### config.mk
export PLATFORM = sky130hd
export DESIGN_NAME = flowgram_extreme_call_filter_top_flat
export DESIGN_NICKNAME = d
export VERILOG_FILES = /design/src/rtl/fecf_pkg.sv /design/src/rtl/fecf_if.sv /design/src/rtl/flowgram_extreme_call_filter_top.sv /design/src/flat_wrapper.sv
export VERILOG_INCLUDE_DIRS = /design/src /design/src/rtl
export SDC_FILE = /design/constraint.sdc
export NUM_CORES = 1
export LEC_CHECK = 0
export BUFFER_PORTS_ARGS = -buffer_cell sky130_fd_sc_hd__buf_2
export CAP_MARGIN = 20
export CORE_MARGIN = 2
export CORE_UTILIZATION = 65
export CTS_CLUSTER_DIAMETER = 150
export DETAILED_ROUTE_END_ITERATION = 8
export GPL_TIMING_DRIVEN = 0
export PLACE_DENSITY = 0.95
export SYNTH_ARGS = -nofsm -noshare
export SYNTH_HDL_FRONTEND = slang
export SYNTH_SLANG_ARGS = --single-unit
### constraint.sdc
create_clock -name clk -period 26 [get_ports clk]
set_clock_uncertainty 0.2 [all_clocks]
set_input_delay 5.2 -clock clk [delete_from_list [all_inputs] [get_ports clk]]
set_output_delay 5.2 -clock clk [all_outputs]
set_load 0.02 [all_outputs]
### src/rtl/flowgram_extreme_call_filter_top_assert.svh
// Assertion helpers for the extreme-call filter.
// Each macro samples at the rising edge of clk and is off while rst_n is low.
`ifndef FLOWGRAM_EXTREME_CALL_FILTER_TOP_ASSERT_SVH
`define FLOWGRAM_EXTREME_CALL_FILTER_TOP_ASSERT_SVH

// Same-cycle implication.
`define FECF_ASSERT_IMP(lbl, ante, cons) \
  lbl: assert property (@(posedge clk) disable iff (!rst_n) (ante) |-> (cons)) \
    else $error("fecf: same-cycle check failed");

// Next-cycle implication.
`define FECF_ASSERT_NEXT(lbl, ante, cons) \
  lbl: assert property (@(posedge clk) disable iff (!rst_n) (ante) |=> (cons)) \
    else $error("fecf: next-cycle check failed");

`endif

### src/rtl/fecf_pkg.sv
`timescale 1ns / 1ps
`default_nettype none

package fecf_pkg;

  // Read length limit and derived counter widths
  localparam int MAX_FLOWS = 1024;
  localparam int CNT_W     = $clog2(MAX_FLOWS + 1);
  localparam int SUM_W     = CNT_W + 1;

  // Field widths
  localparam int LEN_W    = 7;
  localparam int SIG_W    = 16;
  localparam int RATIO_W  = 16;
  localparam int CLIP_W   = 16;
  localparam int BASE_W   = 17;
  localparam int CFG_D_W  = 16;
  localparam int TRIM_P_W = CNT_W + RATIO_W;
  localparam int REJ_P_W  = SUM_W + RATIO_W;

  // Signal windows for a good call
  localparam logic [SIG_W-1:0] ONE_LOW_LIMIT  = SIG_W'(59);
  localparam logic [SIG_W-1:0] ONE_HIGH_LIMIT = SIG_W'(140);
  localparam logic [SIG_W-1:0] TWO_LOW_LIMIT  = SIG_W'(159);
  localparam logic [SIG_W-1:0] TWO_HIGH_LIMIT = SIG_W'(240);

  localparam logic [BASE_W-1:0] BASES_MAX = {BASE_W{1'b1}};
  localparam logic [CLIP_W-1:0] CLIP_MAX  = {CLIP_W{1'b1}};

  // Register reset values
  localparam logic                 RST_FILTER_ENABLE = 1'b1;
  localparam logic [RATIO_W-1:0]   RST_REJECT_RATIO  = RATIO_W'(1966);
  localparam logic [RATIO_W-1:0]   RST_TRIM_SHARE    = RATIO_W'(1966);
  localparam logic [CLIP_W-1:0]    RST_MIN_KEEP      = CLIP_W'(8);

  // Configuration register index
  typedef enum logic [1:0] {
    CFG_FILTER_ENABLE = 2'd0,
    CFG_REJECT_RATIO  = 2'd1,
    CFG_TRIM_SHARE    = 2'd2,
    CFG_MIN_KEEP      = 2'd3
  } cfg_idx_t;

  // One flow of a read
  typedef struct packed {
    logic [LEN_W-1:0] call_length;
    logic [SIG_W-1:0] flow_signal;
    logic             read_class;
    logic             last_flow;
  } flow_t;

  // Per-read verdict
  typedef struct packed {
    logic              reject_read;
    logic              clip_valid;
    logic [CLIP_W-1:0] clip_right;
  } result_t;

endpackage

`default_nettype wire

### src/rtl/fecf_if.sv
`timescale 1ns / 1ps
`default_nettype none

// Flow request channel
interface fecf_in_if;
  logic                          valid;
  logic                          ready;
  logic [fecf_pkg::LEN_W-1:0]    call_length;
  logic [fecf_pkg::SIG_W-1:0]    flow_signal;
  logic                          read_class;
  logic                          last_flow;

  modport source (output valid, call_length, flow_signal, read_class, last_flow,
                  input ready);
  modport sink   (input valid, call_length, flow_signal, read_class, last_flow,
                  output ready);
endinterface

// Verdict channel
interface fecf_out_if;
  logic                          valid;
  logic                          ready;
  logic                          reject_read;
  logic                          clip_valid;
  logic [fecf_pkg::CLIP_W-1:0]   clip_right;

  modport source (output valid, reject_read, clip_valid, clip_right, input ready);
  modport sink   (input valid, reject_read, clip_valid, clip_right, output ready);
endinterface

// Register write channel
interface fecf_cfg_if;
  logic                          valid;
  logic                          ready;
  fecf_pkg::cfg_idx_t            index;
  logic [fecf_pkg::CFG_D_W-1:0]  data;

  modport source (output valid, index, data, input ready);
  modport sink   (input valid, index, data, output ready);
endinterface

`default_nettype wire

### src/rtl/flowgram_extreme_call_filter_top.sv
`timescale 1ns / 1ps
`default_nettype none

// Extreme-call filter and trimmer: takes one flow per cycle, sustained while no
// last flow waits on a held verdict, and returns one verdict per read on its
// last flow. A flow lands in an input register; from there it is folded into
// the per-read counters, and a last flow also loads the output register. The
// per-flow path is an 11x16 multiply-compare for the trim test (with the 12x16
// reject compare beside it); the trim point of each flow feeds the next, which
// fixes the rate at one flow per cycle. The input stays open while a verdict
// waits, until a second last flow would overwrite it. No clearing pass after
// reset; the config port is always ready, and the user must write it only
// while the block is idle: the block itself does not enforce this.
module flowgram_extreme_call_filter_top (
  input  wire              clk,
  input  wire              rst_n,
  fecf_in_if.sink          in_if,
  fecf_out_if.source       out_if,
  fecf_cfg_if.sink         cfg_if
);

  localparam int CNT_W  = fecf_pkg::CNT_W;
  localparam int SUM_W  = fecf_pkg::SUM_W;
  localparam int BASE_W = fecf_pkg::BASE_W;

  // Configuration registers
  logic                            filter_enable_r;
  logic [fecf_pkg::RATIO_W-1:0]    reject_ratio_r;
  logic [fecf_pkg::RATIO_W-1:0]    trim_share_r;
  logic [fecf_pkg::CLIP_W-1:0]     min_keep_r;

  // Input stage
  fecf_pkg::flow_t                 flow_r;
  logic                            in_v_r;
  logic                            in_v_nxt;
  logic                            in_acc;

  // Per-read state
  logic [CNT_W-1:0]                onemer_r,  onemer_nxt;
  logic [CNT_W-1:0]                twomer_r,  twomer_nxt;
  logic [CNT_W-1:0]                ext1_r,    ext1_nxt;
  logic [CNT_W-1:0]                ext2_r,    ext2_nxt;
  logic [CNT_W-1:0]                flow_idx_r, flow_idx_nxt;
  logic [BASE_W-1:0]               bases_r,   bases_nxt;
  logic [BASE_W-1:0]               trim_r,    trim_nxt;

  // Output stage
  fecf_pkg::result_t               result_r, result_nxt;
  logic                            out_valid_r, out_valid_nxt;

  // Datapath
  logic                            out_free;
  logic                            proc;
  logic                            take;
  logic                            is_one, is_two, one_ext, two_ext;
  logic [CNT_W-1:0]                onemer_a, twomer_a, ext1_a, ext2_a;
  logic [BASE_W:0]                 bases_sum;
  logic [BASE_W-1:0]               bases_a, trim_a;
  logic [fecf_pkg::TRIM_P_W-1:0]   trim_lhs, trim_rhs;
  logic [SUM_W-1:0]                ext_sum, tot_sum;
  logic [fecf_pkg::REJ_P_W-1:0]    rej_lhs, rej_rhs;
  logic                            fail, keep;

  // Handshakes
  assign out_free     = !out_valid_r || out_if.ready;
  assign proc         = in_v_r && (!flow_r.last_flow || out_free);
  assign in_if.ready  = !in_v_r || proc;
  assign in_acc       = in_if.valid && in_if.ready;
  assign cfg_if.ready = 1'b1;

  // Classify the held flow
  assign take    = flow_idx_r < CNT_W'(fecf_pkg::MAX_FLOWS);
  assign is_one  = flow_r.call_length == fecf_pkg::LEN_W'(1);
  assign is_two  = flow_r.call_length == fecf_pkg::LEN_W'(2);
  assign one_ext = (flow_r.flow_signal <= fecf_pkg::ONE_LOW_LIMIT) ||
                   (flow_r.flow_signal >= fecf_pkg::ONE_HIGH_LIMIT);
  assign two_ext = (flow_r.flow_signal <= fecf_pkg::TWO_LOW_LIMIT) ||
                   (flow_r.flow_signal >= fecf_pkg::TWO_HIGH_LIMIT);

  // Accumulate counts and saturating base total
  assign onemer_a  = onemer_r + CNT_W'(take && is_one);
  assign twomer_a  = twomer_r + CNT_W'(take && is_two);
  assign ext1_a    = ext1_r + CNT_W'(take && is_one && one_ext);
  assign ext2_a    = ext2_r + CNT_W'(take && is_two && two_ext);
  assign bases_sum = {1'b0, bases_r} + (BASE_W + 1)'(flow_r.call_length);
  assign bases_a   = !take ? bases_r :
                     (bases_sum[BASE_W] ? fecf_pkg::BASES_MAX : bases_sum[BASE_W-1:0]);

  // Trim test: extreme one-mer share within the trim ratio
  assign trim_lhs = {ext1_a, {fecf_pkg::RATIO_W{1'b0}}};
  assign trim_rhs = fecf_pkg::TRIM_P_W'(onemer_a) * fecf_pkg::TRIM_P_W'(trim_share_r);
  assign trim_a   = (take && (trim_lhs <= trim_rhs)) ? bases_a : trim_r;

  // Reject test on the totals after this flow
  assign ext_sum = SUM_W'(ext1_a) + SUM_W'(ext2_a);
  assign tot_sum = SUM_W'(onemer_a) + SUM_W'(twomer_a);
  assign rej_lhs = {ext_sum, {fecf_pkg::RATIO_W{1'b0}}};
  assign rej_rhs = fecf_pkg::REJ_P_W'(tot_sum) * fecf_pkg::REJ_P_W'(reject_ratio_r);
  assign fail    = filter_enable_r && !flow_r.read_class && (rej_lhs > rej_rhs);
  assign keep    = trim_a > {1'b0, min_keep_r};

  // Next state of the per-read counters
  always_comb begin
    onemer_nxt   = onemer_r;
    twomer_nxt   = twomer_r;
    ext1_nxt     = ext1_r;
    ext2_nxt     = ext2_r;
    bases_nxt    = bases_r;
    trim_nxt     = trim_r;
    flow_idx_nxt = flow_idx_r;
    if (proc) begin
      if (flow_r.last_flow) begin
        onemer_nxt   = '0;
        twomer_nxt   = '0;
        ext1_nxt     = '0;
        ext2_nxt     = '0;
        bases_nxt    = '0;
        trim_nxt     = '0;
        flow_idx_nxt = '0;
      end else begin
        onemer_nxt   = onemer_a;
        twomer_nxt   = twomer_a;
        ext1_nxt     = ext1_a;
        ext2_nxt     = ext2_a;
        bases_nxt    = bases_a;
        trim_nxt     = trim_a;
        flow_idx_nxt = flow_idx_r + CNT_W'(take);
      end
    end
  end

  // Next verdict and output valid
  always_comb begin
    result_nxt    = result_r;
    out_valid_nxt = out_valid_r;
    if (proc && flow_r.last_flow) begin
      out_valid_nxt          = 1'b1;
      result_nxt.reject_read = fail && !keep;
      result_nxt.clip_valid  = fail && keep;
      result_nxt.clip_right  = '0;
      if (fail && keep) begin
        result_nxt.clip_right = trim_a[BASE_W-1] ? fecf_pkg::CLIP_MAX
                                                 : trim_a[fecf_pkg::CLIP_W-1:0];
      end
    end else if (out_if.ready) begin
      out_valid_nxt = 1'b0;
    end
  end

  // Hold the input flow until processed
  assign in_v_nxt = in_acc ? 1'b1 : (proc ? 1'b0 : in_v_r);

  // Control registers
  always_ff @(posedge clk) begin
    if (!rst_n) begin
      in_v_r      <= 1'b0;
      out_valid_r <= 1'b0;
      onemer_r    <= '0;
      twomer_r    <= '0;
      ext1_r      <= '0;
      ext2_r      <= '0;
      bases_r     <= '0;
      trim_r      <= '0;
      flow_idx_r  <= '0;
    end else begin
      in_v_r      <= in_v_nxt;
      out_valid_r <= out_valid_nxt;
      onemer_r    <= onemer_nxt;
      twomer_r    <= twomer_nxt;
      ext1_r      <= ext1_nxt;
      ext2_r      <= ext2_nxt;
      bases_r     <= bases_nxt;
      trim_r      <= trim_nxt;
      flow_idx_r  <= flow_idx_nxt;
    end
  end

  // Payload registers
  always_ff @(posedge clk) begin
    if (in_acc) begin
      flow_r.call_length <= in_if.call_length;
      flow_r.flow_signal <= in_if.flow_signal;
      flow_r.read_class  <= in_if.read_class;
      flow_r.last_flow   <= in_if.last_flow;
    end
    result_r <= result_nxt;
  end

  // Register writes
  always_ff @(posedge clk) begin
    if (!rst_n) begin
      filter_enable_r <= fecf_pkg::RST_FILTER_ENABLE;
      reject_ratio_r  <= fecf_pkg::RST_REJECT_RATIO;
      trim_share_r    <= fecf_pkg::RST_TRIM_SHARE;
      min_keep_r      <= fecf_pkg::RST_MIN_KEEP;
    end else if (cfg_if.valid) begin
      unique case (cfg_if.index)
        fecf_pkg::CFG_FILTER_ENABLE: filter_enable_r <= cfg_if.data[0];
        fecf_pkg::CFG_REJECT_RATIO:  reject_ratio_r  <= cfg_if.data;
        fecf_pkg::CFG_TRIM_SHARE:    trim_share_r    <= cfg_if.data;
        fecf_pkg::CFG_MIN_KEEP:      min_keep_r      <= cfg_if.data;
        default: ;
      endcase
    end
  end

  // Drive the verdict channel
  assign out_if.valid       = out_valid_r;
  assign out_if.reject_read = result_r.reject_read;
  assign out_if.clip_valid  = result_r.clip_valid;
  assign out_if.clip_right  = result_r.clip_right;

  // Checks
  `include "flowgram_extreme_call_filter_top_assert.svh"

  `FECF_ASSERT_NEXT(a_verdict_loaded, proc && flow_r.last_flow, out_valid_r)
  `FECF_ASSERT_IMP(a_verdict_exclusive, out_valid_r, !(result_r.reject_read && result_r.clip_valid))
  `FECF_ASSERT_IMP(a_counts_bounded, 1'b1, (SUM_W'(onemer_r) + SUM_W'(twomer_r)) <= SUM_W'(flow_idx_r))
  `FECF_ASSERT_IMP(a_index_bounded, 1'b1, flow_idx_r <= CNT_W'(fecf_pkg::MAX_FLOWS))

endmodule

`default_nettype wire
### src/flat_wrapper.sv
// flat-port wrapper written by rule: the top's interface ports become plain ports
module flowgram_extreme_call_filter_top_flat 
  (clk, rst_n, in_if_valid, in_if_call_length, in_if_flow_signal, in_if_read_class, in_if_last_flow, in_if_ready, out_if_valid, out_if_reject_read, out_if_clip_valid, out_if_clip_right, out_if_ready, cfg_if_valid, cfg_if_index, cfg_if_data, cfg_if_ready);
  fecf_in_if in_if_i ();
  fecf_out_if out_if_i ();
  fecf_cfg_if cfg_if_i ();
  input  wire clk;
  input  wire rst_n;
  input wire logic [$bits(in_if_i.valid)-1:0] in_if_valid;
  input wire logic [$bits(in_if_i.call_length)-1:0] in_if_call_length;
  input wire logic [$bits(in_if_i.flow_signal)-1:0] in_if_flow_signal;
  input wire logic [$bits(in_if_i.read_class)-1:0] in_if_read_class;
  input wire logic [$bits(in_if_i.last_flow)-1:0] in_if_last_flow;
  output wire logic [$bits(in_if_i.ready)-1:0] in_if_ready;
  output wire logic [$bits(out_if_i.valid)-1:0] out_if_valid;
  output wire logic [$bits(out_if_i.reject_read)-1:0] out_if_reject_read;
  output wire logic [$bits(out_if_i.clip_valid)-1:0] out_if_clip_valid;
  output wire logic [$bits(out_if_i.clip_right)-1:0] out_if_clip_right;
  input wire logic [$bits(out_if_i.ready)-1:0] out_if_ready;
  input wire logic [$bits(cfg_if_i.valid)-1:0] cfg_if_valid;
  input wire logic [$bits(cfg_if_i.index)-1:0] cfg_if_index;
  input wire logic [$bits(cfg_if_i.data)-1:0] cfg_if_data;
  output wire logic [$bits(cfg_if_i.ready)-1:0] cfg_if_ready;
  assign in_if_i.valid = in_if_valid;
  assign in_if_i.call_length = in_if_call_length;
  assign in_if_i.flow_signal = in_if_flow_signal;
  assign in_if_i.read_class = in_if_read_class;
  assign in_if_i.last_flow = in_if_last_flow;
  assign in_if_ready = in_if_i.ready;
  assign out_if_valid = out_if_i.valid;
  assign out_if_reject_read = out_if_i.reject_read;
  assign out_if_clip_valid = out_if_i.clip_valid;
  assign out_if_clip_right = out_if_i.clip_right;
  assign out_if_i.ready = out_if_ready;
  assign cfg_if_i.valid = cfg_if_valid;
  assign cfg_if_i.index = cfg_if_index;
  assign cfg_if_i.data = cfg_if_data;
  assign cfg_if_ready = cfg_if_i.ready;
  flowgram_extreme_call_filter_top u_core (.clk(clk), .rst_n(rst_n), .in_if(in_if_i), .out_if(out_if_i), .cfg_if(cfg_if_i));
endmodule
Word-level counts from Yosys, hierarchy flattened
Index checks and enable logic that the tools add are counted.
{ "word_totals": {"ff_bits": 183, "input_bits": 48, "elab_cells": 87} }
{ "op_classes": {"n_addsub": 8, "mul": 2, "n_lt_le_gt_ge": 8, "eq_ne": 5, "muxes": 15, "reduce_logical": 29} }
{ "ops": {"columns": ["op", "n"], "rows": [
  ["17-bit 2-to-1 mux", 5],
  ["11-bit by 1-bit adder with 11-bit output", 5],
  ["11-bit 2-to-1 mux", 5],
  ["16-bit by 8-bit greater-or-equal comparator with 1-bit output, second input constant", 2],
  ["28-bit > comparator", 1],
  ["12-bit by 16-bit multiplier with 28-bit output", 1],
  ["27-bit less-or-equal comparator", 1],
  ["11-bit by 16-bit multiplier with 27-bit output", 1],
  ["11-bit by 11-bit adder with 12-bit output", 2],
  ["17-bit by 7-bit adder with 18-bit output", 1],
  ["17-bit by 16-bit > comparator with 1-bit output", 1],
  ["16-bit by 6-bit less-or-equal comparator with 1-bit output, second input constant", 1],
  ["16-bit by 8-bit less-or-equal comparator with 1-bit output, second input constant", 1],
  ["16-bit 2-to-1 mux", 1],
  ["1-bit logical AND", 12],
  ["11-bit < comparator, second input constant", 1],
  ["2-bit AND reduction", 4],
  ["7-bit by 1-bit equality test with 1-bit output, second input constant", 1],
  ["7-bit by 2-bit equality test with 1-bit output, second input constant", 1],
  ["1-bit zero test", 5],
  ["1-bit logical OR", 5],
  ["2-bit equality test, second input constant", 2],
  ["1-bit 2-to-1 mux", 4],
  ["2-bit nonzero test", 2],
  ["2 further kinds", 2]
]} }

Logic depth before layout (Yosys ltp)
Gate-level depths: netlist of the first run.
{ "logic_depth": {"ltp_word": 10, "mapped_depth": 53, "mapped_depth_nobuf": 48} }

Worst setup path before layout of the first run
Ideal clock, no wire load.
{ "synth_timing": {"path_kind": "reg-to-reg", "from": "register u_core.flow_r[23] (netlist name)", "to": "register u_core.result_r (netlist bit u_core.out_if.clip_right[11]), data pin", "t_arrival_ps": 10853, "required_time_ps": 25540, "path_slack_ps": 14687, "stages_incl_launch_ff": 52, "n_path_buf": 4, "path_cell_list": "edfxtp_1 > nor4_1 > nand2_1 > nor3b_1 > ha_1 > ha_1 > and3_1 > and3_1 > nand3_1 > xnor2_1 > clkbuf_1 > nand2_1 > fa_1 > fa_1 > inv_1 > fa_1 > fa_1 > inv_1 > [16 not listed] > nand4_1 > nor4_1 > nand4_1 > a2111oi_4 > nor2_4 > buf_12 > mux2i_1 > inv_1 > ha_1 > and4_1 > a21oi_1 > nand2_1 > a211oi_1 > o21a_1 > nor2_1 > nand2_1 > buf_2 > o21ai_1"} }
{ "synth_between": {"elab_chain_len": 9, "elab_cells_between_ends": 25, "classes_between": "7 x add/sub; 2 x mul; 3 x order compare; 2 x eq/ne; 4 x mux; 7 x reduce/logical"} }
{ "synth_lines": {"columns": ["element", "line_no", "text"], "rows": [
  ["start: declaration", "flowgram_extreme_call_filter_top.sv:33", "fecf_pkg::flow_t flow_r;"],
  ["7-bit by 1-bit equality test with 1-bit output", "flowgram_extreme_call_filter_top.sv:73", "assign is_one = flow_r.call_length == fecf_pkg::LEN_W'(1);"],
  ["1-bit logical AND", "flowgram_extreme_call_filter_top.sv:81, flowgram_extreme_call_filter_top.sv:83", null],
  ["11-bit by 1-bit adder with 11-bit output or 1-bit logical AND (tied branches)", "flowgram_extreme_call_filter_top.sv:81, flowgram_extreme_call_filter_top.sv:83", null],
  ["11-bit by 16-bit multiplier with 27-bit output or 11-bit by 1-bit adder with 11-bit output (tied branches)", "flowgram_extreme_call_filter_top.sv:91, flowgram_extreme_call_filter_top.sv:83", null],
  ["27-bit less-or-equal comparator", "flowgram_extreme_call_filter_top.sv:92", "assign trim_a = (take && (trim_lhs <= trim_rhs)) ? bases_a : trim_r;"],
  ["1-bit logical AND", "flowgram_extreme_call_filter_top.sv:92", null],
  ["17-bit 2-to-1 mux", "flowgram_extreme_call_filter_top.sv:92", null],
  ["17-bit by 16-bit > comparator with 1-bit output", "flowgram_extreme_call_filter_top.sv:100", "assign keep = trim_a > {1'b0, min_keep_r};"],
  ["1-bit logical AND", "flowgram_extreme_call_filter_top.sv:141", "if (fail && keep) begin"],
  ["end signal: assignment", "flowgram_extreme_call_filter_top.sv:186", "result_r <= result_nxt;"],
  ["end: declaration", "flowgram_extreme_call_filter_top.sv:48", "fecf_pkg::result_t result_r, result_nxt;"]
]} }
Several ways; a longest one is shown, not always the timed one.
A chain may end at the register's enable or synchronous reset.

Worst setup path after layout of the first run
{ "layout_timing": {"from": "register u_core.flow_idx_r[10]", "to": "register u_core.result_r (netlist bit u_core.out_if.clip_right[7]), data pin"} }
{ "layout_between": {"elab_chain_len": 9, "elab_cells_between_ends": 22, "classes_between": "6 x add/sub; 2 x mul; 4 x order compare; 3 x mux; 7 x reduce/logical"} }
{ "layout_lines": {"columns": ["element", "line_no", "text"], "rows": [
  ["start: declaration", "flowgram_extreme_call_filter_top.sv:43", "logic [CNT_W-1:0] flow_idx_r, flow_idx_nxt;"],
  ["start signal: assignment", "flowgram_extreme_call_filter_top.sv:174", "flow_idx_r <= flow_idx_nxt;"],
  ["11-bit < comparator *", "flowgram_extreme_call_filter_top.sv:72", "assign take = flow_idx_r < CNT_W'(fecf_pkg::MAX_FLOWS);"],
  ["1-bit logical AND", "flowgram_extreme_call_filter_top.sv:81, flowgram_extreme_call_filter_top.sv:83", null],
  ["11-bit by 1-bit adder with 11-bit output or 1-bit logical AND (tied branches)", "flowgram_extreme_call_filter_top.sv:81, flowgram_extreme_call_filter_top.sv:83", null],
  ["11-bit by 16-bit multiplier with 27-bit output or 11-bit by 1-bit adder with 11-bit output (tied branches)", "flowgram_extreme_call_filter_top.sv:91, flowgram_extreme_call_filter_top.sv:83", null],
  ["27-bit less-or-equal comparator", "flowgram_extreme_call_filter_top.sv:92", null],
  ["1-bit logical AND", "flowgram_extreme_call_filter_top.sv:92", null],
  ["17-bit 2-to-1 mux", "flowgram_extreme_call_filter_top.sv:92", null],
  ["17-bit by 16-bit > comparator with 1-bit output", "flowgram_extreme_call_filter_top.sv:100", null],
  ["1-bit logical AND", "flowgram_extreme_call_filter_top.sv:141", null]
]} }
Every way passes the cells marked *; elsewhere a longest branch is shown, timed or not.

==> results of run 1 <==
==> flip-flops by register name, indices dropped and copies added, names as in the netlist, 16 cells and up <==
| name | flops |
|---|---|
| u_core.flow_r | 23 |
| u_core.bases_r | 17 |
| u_core.trim_r | 17 |
| u_core.min_keep_r | 16 |
| u_core.out_if.clip_right | 16 |
| u_core.reject_ratio_r | 16 |
| u_core.trim_share_r | 16 |
==> cell families after synthesis <==
| group | count (synthesis) | share of synthesized area [%] |
|---|---|---|
| compound gates | 390 | 12.19 |
| xor+xnor | 101 | 4.100 |
| fa+ha+maj | 477 | 36.98 |
| buf+inv | 457 | 8.263 |
| flops | 181 | 18.70 |
| mux | 19 | 0.8930 |
| other cells | 1 | 0.01738 |
| simple gates | 863 | 18.86 |
==> placed cells by master (no fill, tap or decap), types with 9 or more instances in the layout <==
cell type	n
o21ai_0	53
ha_1	209
xnor2_1	44
inv_1	348
fa_1	268
or3_1	9
nand2b_1	10
edfxtp_1	41
a21o_1	29
a22o_1	18
mux2i_1	17
nand3_1	56
o21ai_1	16
clkbuf_16	17
dfxtp_1	140
nand2_1	386
and2_1	143
and3_1	34
a21oi_1	117
buf_2	66
a22oi_1	44
nor2b_1	11
nand4_1	15
xor2_1	57
nor3_1	26
o21a_1	14
o21bai_1	17
nor2_1	133
clkbuf_1	94
a211oi_1	9
==> stage by stage <==
step	hold WS (ns)	setup slack, ns
2_1_floorplan	0.2323	14.69
3_3_place_gp	0.2420	11.46
3_5_place_dp	0.2500	11.15
4_1_cts	0.2600	11.04
5_1_grt	0.2842	9.914
6_report	0.2633	10.56
==> routing by layer <==
| layer | up-vias | GRT usage [%] | part of all wire, % |
|---|---|---|---|
| met5 | - | 0.4286 | 0.015 |
| met4 | 2 | 22.61 | 7.0 |
| li1 | 8303 | - | - |
| met1 | 8943 | 41.54 | 35 |
| met3 | 303 | 9.054 | 11 |
| met2 | 1140 | 56.54 | 47 |
==> area by class of cell <==
cell class / instances / area (sq um)
tap: 442 / 553.0
sequential: 181 / 4034
inverter: 348 / 1306
clock buffer: 17 / 425.4
fill: 2266 / 9529
clock inverter: 15 / 182.7
timing repair buffer: 66 / 342.8
buffer: 109 / 476.7
multi-input combinational: 1851 / 15770
==> where the power goes <==
group / total (W) / switching [W] / internal, W
clock: 0.000266 / 0.000135 / 0.000131
combinational: 0.0000612 / 0.0000432 / 0.0000180
sequential: 0.000299 / 0.00000506 / 0.000294
total: 0.000626 / 0.000183 / 0.000443
==> final timing paths <==
kind         cells past startpoint                          end                   from  slack (ns)
max reg2reg                     51  u_core.out_if.clip_right[7]  u_core.flow_idx_r[10]       10.56
min                              2           u_core.twomer_r[0]     u_core.twomer_r[0]        0.26
min reg2reg                      2           u_core.twomer_r[0]     u_core.twomer_r[0]        0.26
max                             51  u_core.out_if.clip_right[7]  u_core.flow_idx_r[10]       10.56
==> worst max-delay path, delay by kind of cell, from the launching register on <==
family,cells,cell delay [ns]
AOI/OAI and AO/OA,10,3.26
xor gates and xnor gates,2,0.93
adders and majority gates,10,4.21
buffers and inverters,9,1.78
DFF,1,0.30
muxes,1,0.33
and+or+nand+nor,19,4.27
==> flow_metrics.env, run 1 <==
export IMPL_status="complete, no violations"
export IMPL_io_buffer_count=64
export IMPL_grt_usage_pct=34.96
export IMPL_yosysTopAreaCell="fa_1"
export IMPL_wirelength_um=58570
export IMPL_yosys_top_cells_area="fa_1 (25%), dfxtp_1 (13%), ha_1 (12%), nand2_1 (6.7%), inv_1 (6.1%)"
export IMPL_synth_top_area_share_pct=24.87
export IMPL_grt_ovfl_total=0
export IMPL_htreeDepth=4
export IMPL_layout_cells_non_filler=3029
export IMPL_power_total_w=0.0006258
export IMPL_worst_path_max_delay_cell="xnor2_1"
export IMPL_power_leakage_nw=11.39
export IMPL_grt_pass1_vias=19000
export IMPL_critPathKind="reg2reg"
export IMPL_start_util_pct=66.15
export IMPL_synth_edf_count=41
export IMPL_post_dp_cell_area_sq_um=22470
export IMPL_min_path_type="reg2reg"
export IMPL_cts_reportedPaths_clkPinSlew_ns=0.07
export IMPL_cp_max_fo=10
export IMPL_die_area_sq_um=34670
export IMPL_ys_flop_type="dfxtp_1"
export IMPL_stdcell_area_sq_um=23090
export IMPL_clock_path_buffers=2
export IMPL_tightest_slew_ns=1.264
export IMPL_antenna_found_initial=1
export IMPL_tritoncts_num_buffers=17
export IMPL_cts_tree="yes"
export IMPL_hpwl_um=46220
export IMPL_synth_warnings=0
export IMPL_grt_pass1_wl_um=94270
export IMPL_slew_headroom_pct=15.15
export IMPL_rsz0062_at_grt="false"
export IMPL_hold_viol=0
export IMPL_ant_nets=0
export IMPL_drtPass1Iterations=7
export IMPL_fp_row_count=66
export IMPL_timing_setup_tns_ns=0
export IMPL_core_sq_um=32620
export IMPL_drc_errors=0
export IMPL_dp_cells=2996
export IMPL_ys_seq_area_share_pct=18.70
export IMPL_avgViaCountPerCell=6.171
export IMPL_critPathCaptureType="flip-flop"
export IMPL_gp_congestion=0.9675
export IMPL_power_density_nw_per_um2=27.10
export IMPL_syn_nets=3014
export IMPL_fmaxAchievable_mhz=64.77
export IMPL_cts_setup_buffers=0
export IMPL_utilization_pct=70.79
export IMPL_finalSetupViolCount=0
export IMPL_syn_instance_count=2489
export IMPL_netlist_area_sq_um=21580
export IMPL_avgSynthCellArea_sq_um=8.669
export IMPL_drv_cap=0
export IMPL_finalCriticalPeriod_ns=15.44
export IMPL_ir_drop_v=0.00005873
export IMPL_drive_above_1_share_pct=5.528
export IMPL_ctsHoldBuffers=0
export IMPL_ys_ff_latch=181
export IMPL_synthTopCellsByCount="nand2_1 (386), inv_1 (348), fa_1 (268), ha_1 (209), and2_1 (143)"
export IMPL_die_x_um=186.2
export IMPL_cts_repair_resized=0
export IMPL_area_growth_pct=7.011
export IMPL_root_buffer="clkbuf_16"
export IMPL_grt_max_degree=21
export IMPL_ioPinCount=69
export IMPL_crit_required_ns=26.09
export IMPL_slowest_delay_ns=0.76
export IMPL_clock_latency_ns=0.45
export IMPL_worstPathArrival_ns=15.53
export IMPL_ys_async_sr_fraction_pct=0
export IMPL_num_nets_final=3099
export IMPL_final_max_slew_viol_count=0
export IMPL_vias=18690
export IMPL_first_iter_violations=1882
export IMPL_antenna_cells=0
export IMPL_finalCritPeriodShare_pct=59.38
export IMPL_wire_per_inst_um=19.34
export IMPL_synth_cell_types=85
export IMPL_die_h_um=186.2
export IMPL_cts_sinks=181
export IMPL_start_kind="flip-flop"
export IMPL_yosysMostFrequentCell="nand2_1"
No activity file was read; power rests on OpenSTA's default activity.
==> inputs of run 2 (changes only) <==
==> constraint.sdc (replaced) <==
create_clock -name clk -period 15.1 [get_ports clk]
set_clock_uncertainty 0.2 [all_clocks]
set_input_delay 3.02 -clock clk [delete_from_list [all_inputs] [get_ports clk]]
set_output_delay 3.02 -clock clk [all_outputs]
set_load 0.02 [all_outputs]
==> flow_metrics.env, run 2 (synthesized netlist as in run 1, its figures left out) <==
export IMPL_status="complete, but fails checks"
export IMPL_violations="DRC"
export IMPL_grt_usage_pct=34.96
export IMPL_fp_row_count=66
export IMPL_critPathKind="reg2reg"
export IMPL_crit_start="u_core.flow_idx_r[10]"
export IMPL_critical_path_top_delay_family="simple AND/OR/NAND/NOR gates"
export IMPL_fillers=2253
export IMPL_cts_tree="yes"
export IMPL_grt_ovfl_total=0
export IMPL_tritoncts_num_buffers=17
export IMPL_power_leakage_nw=11.42
export IMPL_finalCritPeriodShare_pct=96.70
export IMPL_area_growth_pct=7.208
export IMPL_cp_common_cell="fa_1"
export IMPL_worstPathArrival_ns=14.59
export IMPL_critPathCaptureType="flip-flop"
export IMPL_path_buf_inv=10
export IMPL_layout_commonest_cell="nand2_1"
export IMPL_worst_path_max_delay_cell="a2111oi_1"
export IMPL_utilization_pct=70.92
export IMPL_ant_nets=0
export IMPL_first_iter_violations=2072
export IMPL_layout_cells_non_filler=3032
export IMPL_drc_errors=2
export IMPL_io_buffer_count=64
export IMPL_slowest_delay_ns=0.64
export IMPL_grt_pass1_vias=19000
export IMPL_tightest_slew_ns=1.202
export IMPL_hpwl_um=46220
export IMPL_htreeDepth=4
export IMPL_largest_reg_flops=23
export IMPL_final_max_slew_viol_count=0
export IMPL_avgViaCountPerCell=6.184
export IMPL_die_h_um=186.2
export IMPL_min_path_type="reg2reg"
export IMPL_p_switching_w=0.0003163
export IMPL_gp_congestion=0.9675
export IMPL_root_buffer="clkbuf_16"
export IMPL_final_cell_mix="nand2_1 (386), inv_1 (348), fa_1 (268), ha_1 (209), and2_1 (143)"
export IMPL_top_regs="u_core.flow_r (23), u_core.bases_r (17), u_core.trim_r (17)"
export IMPL_num_nets_final=3101
export IMPL_die_x_um=186.2
export IMPL_core_sq_um=32620
export IMPL_fmaxAchievable_mhz=68.48
export IMPL_seq_power_share_pct=47.7
export IMPL_reg2reg_from="u_core.flow_idx_r[10]"
export IMPL_p_int_w=0.0007633
export IMPL_vias=18750
export IMPL_power_density_nw_per_um2=46.67
export IMPL_slew_headroom_pct=18.63
export IMPL_antenna_found_initial=1
export IMPL_hold_slack_ns=0.2639
export IMPL_ir_drop_v=0.0001009
export IMPL_wirelength_um=58840
export IMPL_start_kind="flip-flop"
export IMPL_swShare_pct=29.30
export IMPL_combPwrFrac_pct=9.8
export IMPL_grt_pass1_wl_um=94270
export IMPL_start_util_pct=66.15
export IMPL_crit_required_ns=15.09
export IMPL_dp_cells=2996
export IMPL_cts_sinks=181
export IMPL_timing_setup_tns_ns=0
export IMPL_post_dp_cell_area_sq_um=22470
export IMPL_die_area_sq_um=34670
export IMPL_stdcell_area_sq_um=23130
export IMPL_wire_per_inst_um=19.41
export IMPL_drv_cap=0
export IMPL_clock_path_buffers=2
export IMPL_ioPinCount=69
export IMPL_hold_viol=0
export IMPL_clock_latency_ns=0.45
export IMPL_largest_register="u_core.flow_r"
export IMPL_min_delay_start="u_core.twomer_r[0]"
export IMPL_cts_reportedPaths_clkPinSlew_ns=0.08
export IMPL_cp_max_fo=10
export IMPL_power_frac_clock_pct=42.5
export IMPL_finalSetupViolCount=0
export IMPL_drive_above_1_share_pct=5.755
export IMPL_drtPass1Iterations=9
export IMPL_grt_max_degree=21
export IMPL_finalCriticalPeriod_ns=14.60
-- run 2: timing repair --
item	in CTS	in global routing
hold buffers	0	0
setup buffers	0	2
resized for setup	0	6
endpoints found under the setup margin	0	18
-- run 2: metrics by stage --
step	power [W]	worst slack, ns
floorplan	0.0005838	3.787
global placement	0.0006192	0.5560
detailed placement	0.0006250	0.2522
CTS	0.001069	0.1352
global route	0.001104	-0.01466
finish	0.001080	0.4982
-- run 2: final cells by class --
type	instances	area (sq um)	area share, %
Multi-Input combinational cell	1851	15790	68.27
Timing Repair Buffer	68	357.8	1.547
Clock buffer	17	425.4	1.839
Antenna cell	1	2.502	0.01082
Inverter	348	1306	5.647
Clock inverter	15	182.7	0.7897
Sequential cell	181	4034	17.44
Tap cell	442	553.0	2.391
Buffer	109	478.0	2.066
-- run 2: worst paths after layout --
kind         cells after the start  slack, ns                           to
min                              2       0.26           u_core.twomer_r[0]
max reg2reg                     51       0.50  u_core.out_if.clip_right[7]
max                             51       0.50  u_core.out_if.clip_right[7]
min reg2reg                      2       0.26           u_core.twomer_r[0]
-- run 2: layer usage --
layer / share of wire [%] / vias to the layer above / global-route usage [%]
li1: - / 8294 / -
met1: 35 / 8947 / 41.54
met2: 47 / 1195 / 56.54
met3: 11 / 312 / 9.054
met4: 7.0 / 2 / 22.61
met5: 0.015 / - / 0.4286
-- run 2: power groups by stage --
stage	registers, W	logic, W	clock network, W
after floorplan	0.000523	0.0000607	0
after global placement	0.000524	0.0000948	0
after detailed placement	0.000525	0.0000999	0
after CTS	0.000514	0.000101	0.000454
after global routing	0.000515	0.000113	0.000475
final	0.000515	0.000106	0.000459
-- run 2: worst register-to-register path: cells and delay by family (launching register included) --
family	cells	cell delay, ns
compound gates	10	2.75
xor+xnor	2	0.78
fa+ha+maj	9	3.93
buf+inv	10	2.07
flops	1	0.30
mux	1	0.33
simple gates	19	3.99
